==> config.mk <==
export PLATFORM = sky130hd
export DESIGN_NAME = rotary_encoder_interface_core
export DESIGN_NICKNAME = d
export VERILOG_FILES = /design/src/rtl/rei_pkg.sv /design/src/rtl/rotary_encoder_interface_core.sv /design/src/rtl/rei_quad.sv /design/src/rtl/rei_debounce.sv
export SDC_FILE = /design/constraint.sdc
export NUM_CORES = 1
export LEC_CHECK = 0
export ABC_AREA = 1
export BUFFER_PORTS_ARGS = -buffer_cell sky130_fd_sc_hd__buf_4
export CAP_MARGIN = 20
export CORE_UTILIZATION = 35
export DETAILED_ROUTE_END_ITERATION = 6
export PLACE_DENSITY = 0.59
export SKIP_LAST_GASP = 1
export SLEW_MARGIN = 40
export SYNTH_ARGS = -nofsm -noshare
export SYNTH_HDL_FRONTEND = slang
export SYNTH_HIERARCHICAL = 1
export SYNTH_SLANG_ARGS = --single-unit
==> constraint.sdc <==
create_clock -name i_clk -period 2.2 [get_ports i_clk]
set_input_delay 0.33 -clock i_clk [delete_from_list [all_inputs] [get_ports i_clk]]
set_output_delay 0.33 -clock i_clk [all_outputs]
set_load 0.005 [all_outputs]
==> src/rtl/rei_pkg.sv <==
// shared types, codes and the half-step quadrature table for the rotary encoder core
package rei_pkg;

    localparam int unsigned COUNT_W = 8;
    localparam int unsigned MS_W    = 8;

    localparam logic [1:0] DIR_NONE = 2'd0;
    localparam logic [1:0] DIR_CW   = 2'd1;
    localparam logic [1:0] DIR_CCW  = 2'd2;

    localparam logic [2:0] QS_START = 3'd0;

    localparam logic signed [COUNT_W-1:0] COUNT_MAX = 8'sd127;
    localparam logic signed [COUNT_W-1:0] COUNT_MIN = -8'sd127;

    localparam logic [MS_W-1:0] MS_SAT         = 8'd255;
    localparam logic [MS_W-1:0] DEBOUNCE_RESET = 8'd30;

    // one input sample as it travels through the core
    typedef struct packed {
        logic pin_a;
        logic pin_b;
        logic switch_level;
        logic ms_tick;
        logic take_count;
    } t_sample;

    typedef struct packed {
        logic [1:0] dir;
        logic [2:0] next;
    } t_quad_entry;

    function automatic t_quad_entry quad_lookup(input logic [2:0] state, input logic [1:0] ab);
        t_quad_entry e;
        e.dir  = DIR_NONE;
        e.next = 3'd0;
        case ({state, ab})
            5'b000_00: e.next = 3'd3;
            5'b000_01: e.next = 3'd2;
            5'b000_10: e.next = 3'd1;
            5'b000_11: e.next = 3'd0;
            5'b001_00: begin
                e.next = 3'd3;
                e.dir  = DIR_CCW;
            end
            5'b001_01: e.next = 3'd0;
            5'b001_10: e.next = 3'd1;
            5'b001_11: e.next = 3'd0;
            5'b010_00: begin
                e.next = 3'd3;
                e.dir  = DIR_CW;
            end
            5'b010_01: e.next = 3'd2;
            5'b010_10: e.next = 3'd0;
            5'b010_11: e.next = 3'd0;
            5'b011_00: e.next = 3'd3;
            5'b011_01: e.next = 3'd5;
            5'b011_10: e.next = 3'd4;
            5'b011_11: e.next = 3'd0;
            5'b100_00: e.next = 3'd3;
            5'b100_01: e.next = 3'd3;
            5'b100_10: e.next = 3'd4;
            5'b100_11: begin
                e.next = 3'd0;
                e.dir  = DIR_CW;
            end
            5'b101_00: e.next = 3'd3;
            5'b101_01: e.next = 3'd5;
            5'b101_10: e.next = 3'd3;
            5'b101_11: begin
                e.next = 3'd0;
                e.dir  = DIR_CCW;
            end
            // unreachable states behave as the start state
            5'b110_00, 5'b111_00: e.next = 3'd3;
            5'b110_01, 5'b111_01: e.next = 3'd2;
            5'b110_10, 5'b111_10: e.next = 3'd1;
            default: e.next = 3'd0;
        endcase
        return e;
    endfunction

endpackage

==> src/rtl/rotary_encoder_interface_core.sv <==
// top level of the rotary encoder core: input register, decode and debounce, result register
//
//   channel  | valid        | stall        | payload
//   ---------+--------------+--------------+---------------------------------------------
//   input    | i_in_valid   | o_in_stall   | i_pin_a i_pin_b i_switch_level i_ms_tick
//            |              |              | i_take_count
//   output   | o_out_valid  | i_out_stall  | o_count_taken o_step_dir o_press_event
//   config   | i_cfg_we     | none         | i_cfg_data (debounce_ms)
//
// one beat per cycle sustained while the output is not stalled; a beat is held in the input
// register and then moves to the result register, where its result is offered on the output.
// the table step, saturating count and debounce compare are combinational logic.
// synchronous active-low reset clears both valid bits and the decoder state.
// a stall on the output holds the result register and the input register and
// raises o_in_stall once the input register is full.
module rotary_encoder_interface_core (
    input  logic                                  i_clk,
    input  logic                                  i_rst_n,
    input  logic                                  i_in_valid,
    output logic                                  o_in_stall,
    input  logic                                  i_pin_a,
    input  logic                                  i_pin_b,
    input  logic                                  i_switch_level,
    input  logic                                  i_ms_tick,
    input  logic                                  i_take_count,
    output logic                                  o_out_valid,
    input  logic                                  i_out_stall,
    output logic signed [rei_pkg::COUNT_W-1:0]    o_count_taken,
    output logic [1:0]                            o_step_dir,
    output logic                                  o_press_event,
    input  logic                                  i_cfg_we,
    input  logic [rei_pkg::MS_W-1:0]              i_cfg_data
);
    import rei_pkg::*;

    t_sample                    r_in;
    logic                       r_in_vld;
    logic                       r_out_vld;
    logic signed [COUNT_W-1:0]  r_count_taken;
    logic [1:0]                 r_step_dir;
    logic                       r_press;
    logic                       w_out_free;
    logic                       w_adv;
    logic                       w_in_acc;
    logic signed [COUNT_W-1:0]  w_count_taken;
    logic [1:0]                 w_step_dir;
    logic                       w_press;

    assign w_out_free = !r_out_vld || !i_out_stall;
    assign w_adv      = r_in_vld && w_out_free;
    assign w_in_acc   = i_in_valid && (!r_in_vld || w_adv);
    assign o_in_stall = r_in_vld && !w_out_free;

    always_ff @(posedge i_clk) begin
        if (!i_rst_n) begin
            r_in_vld <= 1'b0;
        end else if (w_in_acc) begin
            r_in_vld <= 1'b1;
        end else if (w_adv) begin
            r_in_vld <= 1'b0;
        end
    end

    always_ff @(posedge i_clk) begin
        if (w_in_acc) begin
            r_in.pin_a        <= i_pin_a;
            r_in.pin_b        <= i_pin_b;
            r_in.switch_level <= i_switch_level;
            r_in.ms_tick      <= i_ms_tick;
            r_in.take_count   <= i_take_count;
        end
    end

    rei_quad u_quad (
        .i_clk         (i_clk),
        .i_rst_n       (i_rst_n),
        .i_adv         (w_adv),
        .i_smp         (r_in),
        .o_step_dir    (w_step_dir),
        .o_count_taken (w_count_taken)
    );

    rei_debounce u_debounce (
        .i_clk      (i_clk),
        .i_rst_n    (i_rst_n),
        .i_adv      (w_adv),
        .i_smp      (r_in),
        .i_cfg_we   (i_cfg_we),
        .i_cfg_data (i_cfg_data),
        .o_press    (w_press)
    );

    always_ff @(posedge i_clk) begin
        if (!i_rst_n) begin
            r_out_vld <= 1'b0;
        end else if (w_out_free) begin
            r_out_vld <= w_adv;
        end
    end

    always_ff @(posedge i_clk) begin
        if (w_adv) begin
            r_count_taken <= w_count_taken;
            r_step_dir    <= w_step_dir;
            r_press       <= w_press;
        end
    end

    assign o_out_valid   = r_out_vld;
    assign o_count_taken = r_count_taken;
    assign o_step_dir    = r_step_dir;
    assign o_press_event = r_press;

`ifndef SYNTHESIS
    // a held result must not be overwritten by the stage behind it
    a_no_adv_on_stall: assert property (@(posedge i_clk) disable iff (!i_rst_n)
        r_out_vld && i_out_stall |-> !w_adv)
        else $error("stage advanced into a stalled result register");

    // count is only reported on a take beat
    a_taken_needs_take: assert property (@(posedge i_clk) disable iff (!i_rst_n)
        w_adv && !r_in.take_count |-> w_count_taken == '0)
        else $error("count reported without take");

    // press only reported for a low switch sample
    a_press_low: assert property (@(posedge i_clk) disable iff (!i_rst_n)
        w_adv && w_press |-> !r_in.switch_level)
        else $error("press raised on released switch");

    // saturation keeps the count inside +/-127
    a_count_range: assert property (@(posedge i_clk) disable iff (!i_rst_n)
        r_out_vld |-> r_count_taken != 8'sh80)
        else $error("step count left its saturation range");
`endif

endmodule

==> src/rtl/rei_quad.sv <==
// half-step quadrature decoder with saturating step count and read-and-clear
module rei_quad (
    input  logic                                  i_clk,
    input  logic                                  i_rst_n,
    input  logic                                  i_adv,
    input  rei_pkg::t_sample                      i_smp,
    output logic [1:0]                            o_step_dir,
    output logic signed [rei_pkg::COUNT_W-1:0]    o_count_taken
);
    import rei_pkg::*;

    logic [2:0]                 r_state;
    logic [2:0]                 n_state;
    logic signed [COUNT_W-1:0]  r_count;
    logic signed [COUNT_W-1:0]  n_count;
    logic signed [COUNT_W-1:0]  w_count_step;
    t_quad_entry                w_entry;

    always_comb begin
        w_entry      = quad_lookup(r_state, {i_smp.pin_a, i_smp.pin_b});
        n_state      = w_entry.next;
        w_count_step = r_count;
        if (w_entry.dir == DIR_CW && r_count != COUNT_MAX) begin
            w_count_step = r_count + 8'sd1;
        end else if (w_entry.dir == DIR_CCW && r_count != COUNT_MIN) begin
            w_count_step = r_count - 8'sd1;
        end
        // take returns the count including this beat's step
        n_count       = i_smp.take_count ? '0 : w_count_step;
        o_count_taken = i_smp.take_count ? w_count_step : '0;
        o_step_dir    = w_entry.dir;
    end

    always_ff @(posedge i_clk) begin
        if (!i_rst_n) begin
            r_state <= QS_START;
            r_count <= '0;
        end else if (i_adv) begin
            r_state <= n_state;
            r_count <= n_count;
        end
    end

endmodule

==> src/rtl/rei_debounce.sv <==
// push switch debounce with ms elapsed counter and press detection
module rei_debounce (
    input  logic                          i_clk,
    input  logic                          i_rst_n,
    input  logic                          i_adv,
    input  rei_pkg::t_sample              i_smp,
    input  logic                          i_cfg_we,
    input  logic [rei_pkg::MS_W-1:0]      i_cfg_data,
    output logic                          o_press
);
    import rei_pkg::*;

    logic [MS_W-1:0] r_debounce_ms;
    logic [MS_W-1:0] r_elapsed;
    logic [MS_W-1:0] n_elapsed;
    logic [MS_W-1:0] w_elapsed_tick;
    logic            r_last;
    logic            n_last;
    logic            w_change;

    always_comb begin
        w_elapsed_tick = r_elapsed;
        if (i_smp.ms_tick && r_elapsed != MS_SAT) begin
            w_elapsed_tick = r_elapsed + 8'd1;
        end
        w_change  = (i_smp.switch_level != r_last) && (w_elapsed_tick > r_debounce_ms);
        n_elapsed = w_change ? '0 : w_elapsed_tick;
        n_last    = w_change ? i_smp.switch_level : r_last;
        o_press   = w_change && !i_smp.switch_level;
    end

    always_ff @(posedge i_clk) begin
        if (!i_rst_n) begin
            r_debounce_ms <= DEBOUNCE_RESET;
            r_elapsed     <= MS_SAT;
            r_last        <= 1'b1;
        end else begin
            if (i_cfg_we) begin
                r_debounce_ms <= i_cfg_data;
            end
            if (i_adv) begin
                r_elapsed <= n_elapsed;
                r_last    <= n_last;
            end
        end
    end

endmodule

==> results of run 1 <==
==> per-stage QoR <==
stage	util [%]	power, mW	worst slack, ps
5_1_grt	47.10	2.441	-32.42
4_1_cts	43.33	2.136	-22.84
6_report	47.10	2.301	66.06
3_5_place_dp	41.80	1.496	-60.58
2_1_floorplan	-	1.320	27.79
3_3_place_gp	41.80	1.486	40.19
==> worst max path at each step <==
stage / to / cells past startpoint
after CTS: o_press_event / 17
after detailed placement: o_press_event / 17
after global routing: u_debounce/r_last / 14
final: u_debounce/r_last / 15
after global placement: u_debounce/r_elapsed[5] / 14
after floorplan: o_press_event / 17
==> critical path, stage by stage (launching register included) <==
cell and delay (ps):
sky130_fd_sc_hd__dfxtp_4 380, sky130_fd_sc_hd__ha_4 150, sky130_fd_sc_hd__inv_4 40, sky130_fd_sc_hd__nor2_4 130, sky130_fd_sc_hd__nand2_4 110, sky130_fd_sc_hd__nand2_8 110
sky130_fd_sc_hd__nor2_4 40, sky130_fd_sc_hd__a21oi_4 170, sky130_fd_sc_hd__ha_4 240, sky130_fd_sc_hd__nand2_4 80, sky130_fd_sc_hd__nor2_4 40, sky130_fd_sc_hd__a21oi_4 230
sky130_fd_sc_hd__buf_6 140, sky130_fd_sc_hd__nand3_2 60, sky130_fd_sc_hd__nand2_1 70, sky130_fd_sc_hd__nand3_1 50
==> logic make-up (layout without fill, tap and decap cells) <==
logic type	count (synthesis)	in the layout	share of synthesized area (%)
adders and majority gates	12	12	5.319
buffers and inverters	62	112	9.042
AOI/OAI and AO/OA	56	56	11.17
and+or+nand+nor	203	205	33.38
DFF	46	46	38.30
xor gates and xnor gates	9	9	2.792
==> power breakdown <==
part | switching (mW) | total [mW] | internal (mW)
combinational | 0.399 | 0.704 | 0.305
clock | 0.289 | 0.625 | 0.336
sequential | 0.0424 | 0.972 | 0.930
==> registers in the layout, indices dropped and copies added, names as in the netlist <==
signal / flops
u_quad/r_count: 8
u_debounce/r_debounce_ms: 8
o_count_taken: 8
r_in_vld: 1
o_out_valid: 1
o_step_dir: 2
u_debounce/r_elapsed: 8
r_in: 5
u_quad/r_state: 3
u_debounce/r_last: 1
o_press_event: 1
==> per-layer routing <==
layer  vias up  GRT usage (%)
li1       1361              -
met1      1221          20.32
met2        54          27.01
met3        10          3.814
met4         0          6.641
met5         -              0
==> synthesized netlist by cell type (7+ instances only) <==
master                     count  share of area, %
sky130_fd_sc_hd__nor2_1       29               3.9
sky130_fd_sc_hd__ha_1         12               5.3
sky130_fd_sc_hd__a21oi_1      30               5.3
sky130_fd_sc_hd__nand3_1      35               6.2
sky130_fd_sc_hd__nand2_2       7               1.6
sky130_fd_sc_hd__dfxtp_1      30                21
sky130_fd_sc_hd__o21ai_0      16               2.8
sky130_fd_sc_hd__edfxtp_1     16                17
sky130_fd_sc_hd__nand2_1     106                14
sky130_fd_sc_hd__nand4_1       7               1.6
sky130_fd_sc_hd__inv_1        51               6.8
==> layout make-up <==
| class | instances | share of cell area, % |
|---|---|---|
| Clock buffer | 6 | 1.984 |
| Inverter | 54 | 5.609 |
| Clock inverter | 2 | 0.9234 |
| Sequential cell | 46 | 29.92 |
| Tap cell | 102 | 3.488 |
| Multi-Input combinational cell | 282 | 47.50 |
| Timing Repair Buffer | 50 | 10.57 |
==> timing repair <==
item	in CTS	in global routing
cloned	0	2
endpoints found under the setup margin	10	10
pin swaps	1	25
resized for setup	4	55
buffers inserted	0	4
==> flow_results.org, run 1 <==
** Clocking
- Clk Tree Root Cell :: sky130_fd_sc_hd__clkbuf_8
- Clock insertion delay at the later pin of the skew report :: 300 ps
- Counting the buffers created by CTS gives 5.
- Number of clock sinks :: between 40 and 50
- TritonCTS built the clock tree.
- Number of hold buffers added after cts :: 0
- After clock tree synthesis, the clock-pin slew on the worst setup and hold paths is 90 ps.
- Bufs on Longest Clock Path :: 2
- H-Tree Depth :: 2

** Cells and area
- Share of cells above drive strength 1 :: 29.55%
- Summing all multi-input logic gate instances after layout gives 0.001738 mm².
- Number of antenna cells inserted :: 0
- Final #Nets :: between 400 and 500
- Area grow syn2layout :: 29.61%
- Most frequent cells in the layout :: 98 x sky130_fd_sc_hd__nand2_1, 47 x sky130_fd_sc_hd__inv_1, 47 x sky130_fd_sc_hd__buf_4
- Final cell count without fillers :: about 540
- Most common cell after layout, fill and taps aside :: sky130_fd_sc_hd__nand2_1
- Post-layout instance area :: 0.003659 mm²
- Fillers :: about 780
- In the final layout, flip-flops and latches occupy 0.001095 mm².

** Power
- Maximum resistive drop on vdd :: 0.0002593 V
- Leakage power :: 1.664 nW
- In this run the power density over the cells is 628.9 mW/mm².

** Synthesis
- Async set or reset register ratio after synthesis :: 0%
- Counting flops with a built-in enable in the synthesized netlist gives 16.
- Mapped Nets :: 418
- Prevailing post-synth register cell :: sky130_fd_sc_hd__dfxtp_1
- A synthesized cell averages 7.275 µm².
- Register area share after synthesis :: 38.30%
- Warning count from the yosys run :: 6
- Distinct cell type count of the synthesized netlist :: 33
- Synthesis produced a netlist whose cell count is slightly below 400.
- Synthesis-stage register bit count :: between 40 and 50
- Post-synthesis instance area :: between 0.002 and 0.003 mm²

** Critical path
- Maximum fanout encountered on the critical timing path :: 5
- Category of the worst setup path launch point :: flop
- Worst setup path class :: reg2reg
- Counting cells, the worst reg-to-reg path comes to 15.
- Kind of end point of the critical path :: flop
- In this run the critical register-to-register path is captured at u_debounce/r_last.
- Worst-case register-to-register setup slack :: about 66 ps
- FF-to-FF Start :: u_debounce/r_elapsed[1]
- CP Launch Point :: u_debounce/r_elapsed[1]
- At the worst endpoint, the arrival time is approximately 2300 ps.
- Required @ worst endpoint :: 2400 ps

** STA
- Derived from the worst setup path, the maximum achievable clock frequency is 468.6 MHz.
- Subtracting the final worst setup slack from the clock period gives approximately 2100 ps.
- Final Hold Fails :: 0
- The total count of max-transition violations in the final report came to 0.
- Setup TNS Final :: 0 ps
- Measured against its own limit, the worst slew margin works out to 61.20%.
- At the pin with the least slew margin, the transition time is 579.8 ps.
- Share of the clock period used by the worst path after layout :: slightly below 100%
- Post-route worst hold slack :: 197.1 ps
- Setup repair after global routing could not meet its margin everywhere.
- On the final layout, the worst clock skew is 7.398 ps.
- Setup violations remaining at the end of the flow were counted as 0.

** Global routing
- Global routing used 16.28% of the available tracks across all layers.
- The number of antenna violations at the first check in global routing came to 0.
- Entering global routing, the biggest net connects 28 pins.
- Vias in the first global route :: 2469
- For this run the aggregate overflow at the end of global routing stands at 0.
- First-pass GRT wire length :: 10.98 mm

** Routing
- In this run the remaining antenna-violating nets after routing total 0.
- After detailed routing, the number of remaining DRC violations is 0.
- Wires add up to approximately 6.9 mm.
- Drt first pass iters :: 4
- Highest routed metal layer :: met4
- Met3 Wirelength :: between 300 and 400 µm
- Initial drt markers :: 164
- The detailed router put a total of 3.078 mm of wire on met1.
- Routed length per instance :: 12.74 µm
- The routed layout has about 2.6k vias.
- After detailed routing, the number of vias per cell comes to around 5.
- Wire segments on met2 add up to 3.368 mm in the final route.

** Hold path
- Source of the worst hold timing path :: i_pin_b
- Count of cells along the worst hold path :: 1
- End point of the worst hold path :: r_in[3]
- Worst min-delay path category :: in2reg

** Floorplan
- For this configuration, the core starts out at a cell density of around 36%.
- Die outline height :: 91.81 µm
- Top-level port count :: 31
- The floorplan step defined a die boundary enclosing between 0.008 and 0.009 mm².
- The die is 91.81 µm wide.
- The floorplan has 32 rows.
- CORE AREA :: 0.007767 mm²

** Status
- Status :: finished clean

** Placement
- Detailed placement ended at an HPWL of 5.046 mm.
- Port buffer count :: 30
- Total instance count after detailed placement :: 528
- Placement-stage cell area :: 0.003247 mm²
- The congestion estimate from routability-driven global placement came to ~0.82.

** Run
- Max-cap violations :: 0
Power figures use the tool's default switching activity.
==> run 2, diff against run 1 <==
--- a/config.mk
+++ b/config.mk
@@ -8,8 +8,10 @@
 export ABC_AREA = 1
 export BUFFER_PORTS_ARGS = -buffer_cell sky130_fd_sc_hd__buf_4
 export CAP_MARGIN = 20
+export CORE_MARGIN = 3
 export CORE_UTILIZATION = 35
 export DETAILED_ROUTE_END_ITERATION = 6
+export MAX_ROUTING_LAYER = met4
 export PLACE_DENSITY = 0.59
 export SKIP_LAST_GASP = 1
 export SLEW_MARGIN = 40
==> flow_results.org, run 2 (synthesized netlist as in run 1, its figures left out) <==
** Global routing
- The leftover overflow at the end of global routing came to 0 (unchanged).
- Vias in the first global route :: 2447 (-0.89%)
- The pin count of the biggest net entering global routing is 28 (unchanged).
- Initial antenna violation count :: 0 (unchanged)
- Tot GR Track Use :: 15.32% (-0.96 points)
- The first-pass GRT wire length is 10.95 mm (-0.25%).

** Placement
- Port buffer count :: 30 (unchanged)
- HPWL after detailed placement :: 4.996 mm (-1.0%)
- Total instance count after detailed placement :: 525 (-0.57%)
- Last weighted congestion value of the routability-driven placer :: 0.8384 (+2.3%)
- Placement-stage cell area :: 0.003224 mm² (-0.69%)

** Cells and area
- The library cell used most frequently in the layout, excluding fill and tap cells, is sky130_fd_sc_hd__nand2_1.
- The ratio of cells with drive above 1 in the final layout was 30.32% (+0.77 points).
- Leaving out fill and tap cells, the most frequent cells in the layout are 95 x sky130_fd_sc_hd__nand2_1, 49 x sky130_fd_sc_hd__buf_4, 46 x sky130_fd_sc_hd__inv_1.
- The number of antenna cells inserted came to 0 (unchanged).
- The area growth from synthesis to layout is 31.56%.
- Final design utilization :: 47.81% (+0.71 points)
- The number of nets in the layout came to 471 (+0.43%).
- The area of all placed cells without fillers came to 0.003714 mm² (+1.5%).
- The final instance count without filler cells is 544 (+0.37%).

** Clocking
- The number of buffers between clock root and the deepest sink was 2 (unchanged).
- Number of hold buffers added after cts :: 0 (unchanged)
- Number of clock sinks :: 46 (unchanged)
- Clock insertion delay at the later pin of the skew report :: 300 ps (about the same)
- Number of buffers added by the clock tree synthesis step :: 5 (unchanged)
- CTS placed an instance of sky130_fd_sc_hd__clkbuf_8 at the clock tree root.
- H-Tree Depth :: 2 (unchanged)
- CTS tree :: built
- Clk slew on worst S/H paths :: 90 ps (about the same)

** Critical path
- The worst setup path is of the reg2reg kind.
- Maximum fanout encountered on the critical timing path :: 4 (-1)
- Slowest Stage Delay on Critical Path :: 360 ps (-20 ps)
- STA classifies the critical path endpoint as a flop.
- The worst setup path is launched from a flop.
- The critical path goes through buf_6, nand2_1, nor3_2, nand3_1, nand2_1, nand2_1, ha_4, nand2_4, nor2_4, a21oi_4, buf_4, nand2_4, nor2_1.
- Kind of cell with the highest combined delay on the critical path :: simple AND/OR/NAND/NOR gates
- On the critical path, the stage with the largest delay is an instance of sky130_fd_sc_hd__dfxtp_2.
- Count of buffering cells on the critical path with inverters included :: 2 (unchanged)
- Required @ worst endpoint :: 2260 ps (-140 ps)
- The signal arrival time at the worst endpoint is 2230 ps (-100 ps).
- The cell that appears most often on the critical path is sky130_fd_sc_hd__nand2_1.

** Floorplan
- The horizontal die dimension was 95.81 µm (+4.4%).
- The core area came to 0.007767 mm² (unchanged).
- The die extent in y was 95.81 µm (+4.4%).
- The number of placed I/O pins was 31 (unchanged).
- The full die area is 0.009179 mm² (+8.9%).
- Total number of placement rows :: 32 (unchanged)
- Effective utilization at floorplan :: 36.34% (unchanged)

** Status
- The flow ran to the end, and the final reports show no timing, DRC or antenna violations.

** Routing
- The final wirelength is 7.026 mm (+1.8%).
- Vias per cell :: 4.824 (-1.2%)
- Routed length per instance :: 12.92 µm (+1.4%)
- The vias after detailed routing came to 2624 (-0.83%).
- Count of antenna-violating nets left after detailed routing :: 0 (unchanged)
- The number of DRC markers in iteration 0 came to 113 (-31%).
- The first-pass iteration count of the detailed router came to 4 (unchanged).
- Remaining design rule violation count :: 0 (unchanged)

** Power
- The worst IR drop on VDD came to 0.0002725 V (+5.1%).
- The leakage power was 1.680 nW (+0.96%).
- Power density of the placed cells :: 658.3 mW/mm² (+4.7%)

** Hold path
- Worst min-delay path category :: in2reg

** STA
- The transition time at the pin with the least slew margin is 572.0 ps (-7.782 ps).
- The total count of max-transition violations in the final report is 0 (unchanged).
- The final number of hold-violating endpoints was 0 (unchanged).
- Clock Skew :: 9.513 ps (+2.115 ps)
- Worst slew margin :: 61.72% (+0.52 points)
- Minimum clock period after layout :: 2172 ps (+37.76 ps)
- The tightest hold margin came to 205.3 ps (+8.231 ps).
- Setup TNS Final :: 0 ps (unchanged)
- Share of the clock period used by the worst path after layout :: 98.71% (+1.7 points)
- The fmax came to 460.5 MHz (-1.7%).
- Setup-violating endpoint count in the final report :: 0 (unchanged)
- RSZ-0062 raised after global routing :: true

** Run
- Max-cap violations :: 0 (unchanged)
[run 2: cell count changes in the layout (fill, tap and decap cells not counted), sizes merged]
cell    change
buf         +2
bufinv      +1
clkbuf      -1
[run 2: power breakdown]
part / switching (mW) / total, mW / internal [mW] / leakage [nW]
clock network: 0.292 / 0.741 / 0.450 / 0.0658
logic: 0.407 / 0.726 / 0.319 / 1.21
registers: 0.0462 / 0.977 / 0.931 / 0.403
total: 0.745 / 2.44 / 1.70 / 1.68
[run 2: stage by stage]
step           power, mW  setup WS, ps
2_1_floorplan      1.320         27.79
3_3_place_gp       1.477         4.777
3_5_place_dp       1.483        -51.55
4_1_cts            2.242        0.1097
5_1_grt            2.577        -94.36
6_report           2.444         28.30
[run 2: final timing paths]
check / start / slack [ps] / cells after the start / to
setup / recovery: u_debounce/r_elapsed[0] / 30 / 13 / o_press_event
hold reg to reg: u_debounce/r_last / 490 / 2 / u_debounce/r_last
hold / removal: i_pin_b / 210 / 1 / r_in[3]
setup reg to reg: u_debounce/r_elapsed[0] / 30 / 13 / o_press_event
[run 2: repair_timing]
action                     CTS  global route
gates cloned                 2             0
buffers inserted             0             9
pin swaps                    3            20
resized for setup            5            53
setup endpoints to repair   10            10
[run 2: cell type report]
class	instances	area, µm²
Clock buffer	5	68.82
Tap cell	102	127.6
Multi-Input combinational cell	282	1750
Timing Repair Buffer	52	410.4
Sequential cell	46	1090
Fill cell	737	4054
Inverter	54	202.7
Clock inverter	3	63.81
[run 2: per-layer routing]
layer	track usage (%)	share of wire, %	vias up
met5	-	0	-
met4	3.436	0.36	0
met3	2.815	4.3	2
met2	25.65	50	58
met1	19.28	45	1201
li1	-	-	1363
[run 2: worst register-to-register path, cell delays in order (launching register included)]
cell	delay (ps)
sky130_fd_sc_hd__dfxtp_2	360
sky130_fd_sc_hd__buf_6	130
sky130_fd_sc_hd__nand2_1	90
sky130_fd_sc_hd__nor3_2	220
sky130_fd_sc_hd__nand3_1	90
sky130_fd_sc_hd__nand2_1	70
sky130_fd_sc_hd__nand2_1	110
sky130_fd_sc_hd__ha_4	310
sky130_fd_sc_hd__nand2_4	50
sky130_fd_sc_hd__nor2_4	140
sky130_fd_sc_hd__a21oi_4	90
sky130_fd_sc_hd__buf_4	150
sky130_fd_sc_hd__nand2_4	80
sky130_fd_sc_hd__nor2_1	40
==> run 3, diff against run 2 <==
==> constraint.sdc (replaced) <==
create_clock -name i_clk -period 2.2 [get_ports i_clk]
set_input_delay 0.11 -clock i_clk [delete_from_list [all_inputs] [get_ports i_clk]]
set_output_delay 0.11 -clock i_clk [all_outputs]
set_load 0.005 [all_outputs]
==> flow_results.org, run 3 (synthesized netlist as in run 1, its figures left out) <==
** Critical path
- List of cells traversed by the critical path :: buf_6, nand2_1, nor3_2, nand3_1, nand2_1, nand2_1, ha_4, nand2_4, nor2_4, a21oi_4, buf_4, nand2_4, nor2_1
- Kind of cell with the highest combined delay on the critical path :: simple AND/OR/NAND/NOR gates
- The signal arrival time at the worst endpoint was 2240 ps (about the same).
- Crit Reg-Reg Endpoint :: o_press_event
- Count of buffering cells on the critical path with inverters included :: 2 (unchanged)
- Counting stages on the worst path, the most repeated cell is sky130_fd_sc_hd__nand2_1.
- Maximum fanout encountered on the critical timing path :: 4 (unchanged)
- The startpoint identified for the worst register-to-register timing path is u_debounce/r_elapsed[0].
- CP endpoint :: o_press_event
- Worst-case register-to-register setup slack :: 20 ps (about the same)
- Category of the worst setup path launch point :: flop
- The number of cells on the worst reg-to-reg path was 13 (unchanged).
- Cell count along the critical path :: 13 (unchanged)
- CP Launch Point :: u_debounce/r_elapsed[0]
- Slowest Stage Delay on Critical Path :: 360 ps (about the same)
- The required time at the endpoint of the critical path is 2260 ps (about the same).
- The critical path is of the reg2reg type.
- Cell with the largest stage delay on the worst path :: sky130_fd_sc_hd__dfxtp_2
- Kind of end point of the critical path :: flop

** Routing
- Vias per cell :: 4.812 (-0.23%)
- Count of antenna-violating nets left after detailed routing :: 0 (unchanged)
- The routed length per placed instance is 12.88 µm (-0.29%).
- The first-pass iteration count of the detailed router came to 4 (unchanged).
- Total Wirelength :: 7.070 mm (+0.63%)
- The remaining design rule violation count was 0 (unchanged).
- Initial drt markers :: 132 (+17%)
- Number of vias in the routed layout :: 2642 (+0.69%)

** Power
- The clock share of power came to 30.3% (about the same).
- The leakage power is 1.700 nW (+1.2%).
- Power density of the placed cells :: 652.0 mW/mm² (-0.95%)
- Sw Share :: 30.50% (about the same)
- Maximum resistive drop on vdd :: 0.0002725 V (about the same)
- Pint :: 1.705 mW (+0.35%)
- The power dissipated by switching net loads came to 0.7485 mW (+0.46%).
- The part of the total power dissipated in sequential elements is 39.8% (-0.2 points).
- The combinational share of power came to 29.9% (+0.2 points).

** Placement
- The post-placement worst setup slack is -51.55 ps (unchanged).
- Last weighted congestion value of the routability-driven placer :: 0.8384 (unchanged)
- The number of port buffers is 30 (unchanged).
- HPWL after detailed placement :: 4.996 mm (unchanged)
- The cell area after placement is 0.003224 mm² (unchanged).

** Cells and area
- The area of all placed cells without fillers came to 0.003764 mm² (+1.3%).
- Combined area of the multi-input logic cells :: 0.001750 mm² (unchanged)
- The area of all sequential standard cells was 0.001090 mm² (unchanged).
- In the layout the commonest cells are 95 x sky130_fd_sc_hd__nand2_1, 49 x sky130_fd_sc_hd__buf_4, 46 x sky130_fd_sc_hd__inv_1.
- Fillers :: 736 (-0.14%)
- Area grow syn2layout :: 33.33%
- Final #Nets :: 476 (+1.1%)
- Share of cells above drive strength 1 :: 29.98% (-0.34 points)
- Leaving out fill and tap cells, the most frequent cell in the layout is sky130_fd_sc_hd__nand2_1.
- Final design utilization :: 48.45% (+0.64 points)
- Number of antenna cells inserted :: 0 (unchanged)

** STA
- The tightest hold margin was 21.27 ps (-184.0 ps).
- Share of the clock period used by the worst path after layout :: 98.89% (+0.18 points)
- Setup repair after global routing could not meet its margin everywhere.
- The transition time at the pin with the least slew margin is 572.0 ps (-0.02462 ps).
- Final Hold Fails :: 0 (unchanged)
- Setup TNS Final :: 0 ps (unchanged)
- The post-layout worst setup margin was 24.36 ps (-3.948 ps).
- Clock Skew :: 9.230 ps (-0.2822 ps)
- The relative slew slack is 61.73% (about the same).
- The fmax is 459.6 MHz (-0.18%).
- Minimum clock period after layout :: 2176 ps (+3.948 ps)
- Setup-violating endpoint count in the final report :: 0 (unchanged)
- The total count of max-transition violations in the final report came to 0 (unchanged).

** Global routing
- Initial antenna violation count :: 0 (unchanged)
- The number of global-route vias before repair came to 2484 (+1.5%).
- The leftover overflow at the end of global routing came to 0 (unchanged).
- The first-pass GRT wire length came to 11.11 mm (+1.5%).
- Tot GR Track Use :: 15.53% (+0.20 points)
- Largest net degree at the start of global routing :: 28 (unchanged)

** Clocking
- Number of clock sinks :: 46 (unchanged)
- The deepest level of the CTS H-tree is 2 (unchanged).
- Bufs on Longest Clock Path :: 2 (unchanged)
- Clock insertion delay at the later pin of the skew report :: 300 ps (about the same)
- Clk Tree Root Cell :: sky130_fd_sc_hd__clkbuf_8
- TritonCTS built the clock tree.
- Clk slew on worst S/H paths :: 90 ps (about the same)
- The number of buffers added by the clock tree synthesis step came to 5 (unchanged).

** Floorplan
- The horizontal die dimension was 95.81 µm (unchanged).
- Top-level port count :: 31 (unchanged)
- The full die area came to 0.009179 mm² (unchanged).
- Die outline height :: 95.81 µm (unchanged)
- Effective utilization at floorplan :: 36.34% (unchanged)
- CORE AREA :: 0.007767 mm² (unchanged)
- The number of rows created at floorplan was 32 (unchanged).

** Run
- Max-cap violations :: 0 (unchanged)

** Status
- The run finished with clean final reports.

** Hold path
- The worst hold path belongs to the class in2reg.
-- run 3: changes by cell type in the layout (fill, tap and decap cells not counted), sizes merged --
cell / change
dlygate4sd3: +5
-- run 3: final cells by class --
cell class,instances,share of cell area [%]
flip-flops and latches,46,28.96
well taps,102,3.391
clock buffers,5,1.828
repair buffers,57,12.23
multi-input cells,282,46.51
clock inverters,3,1.695
inverters,54,5.386
-- run 3: worst min path at each step --
stage,start,endpoint,slack (ps),cells past startpoint
after floorplan,i_rst_n,u_debounce/r_last,190,1
after global placement,i_switch_level,r_in[2],290,1
after detailed placement,i_switch_level,r_in[2],290,1
final,i_cfg_data[2],u_debounce/r_debounce_ms[2],20,3
after global routing,i_cfg_data[3],u_debounce/r_debounce_ms[3],30,3
after CTS,i_cfg_data[4],u_debounce/r_debounce_ms[4],20,3
-- run 3: repair_timing --
action / in CTS / in global routing
hold buffers: 5 / 0
endpoints found under the hold margin: 5 / 0
pin swaps: 3 / 20
endpoints found under the setup margin: 10 / 10
cloned: 2 / 0
resized for setup: 5 / 53
setup buffers: 0 / 9
-- run 3: metrics by stage --
step | total power, mW | cells
3_3_place_gp | 1.477 | 525
6_report | 2.454 | 549
5_1_grt | 2.585 | 549
3_5_place_dp | 1.483 | 525
2_1_floorplan | 1.320 | 388
4_1_cts | 2.249 | 540
-- run 3: worst min-delay path: stages --
cell and delay [ps]:
sky130_fd_sc_hd__buf_4 80, sky130_fd_sc_hd__a21oi_1 50, sky130_fd_sc_hd__o21ai_0 60
-- run 3: power groups by stage --
stage	registers (mW)	clock network [mW]	logic, mW
after floorplan	0.977	0	0.342
final	0.977	0.743	0.734
after detailed placement	0.993	0	0.490
after CTS	0.974	0.756	0.519
after global routing	0.984	0.793	0.808
after global placement	0.992	0	0.484
-- run 3: per-layer routing --
layer	up-vias	share of wire (%)	GRT usage, %
met4	0	0.35	3.436
met3	2	4.2	2.815
met2	49	50	26.23
li1	1374	-	-
met1	1217	45	19.38
met5	-	0	-
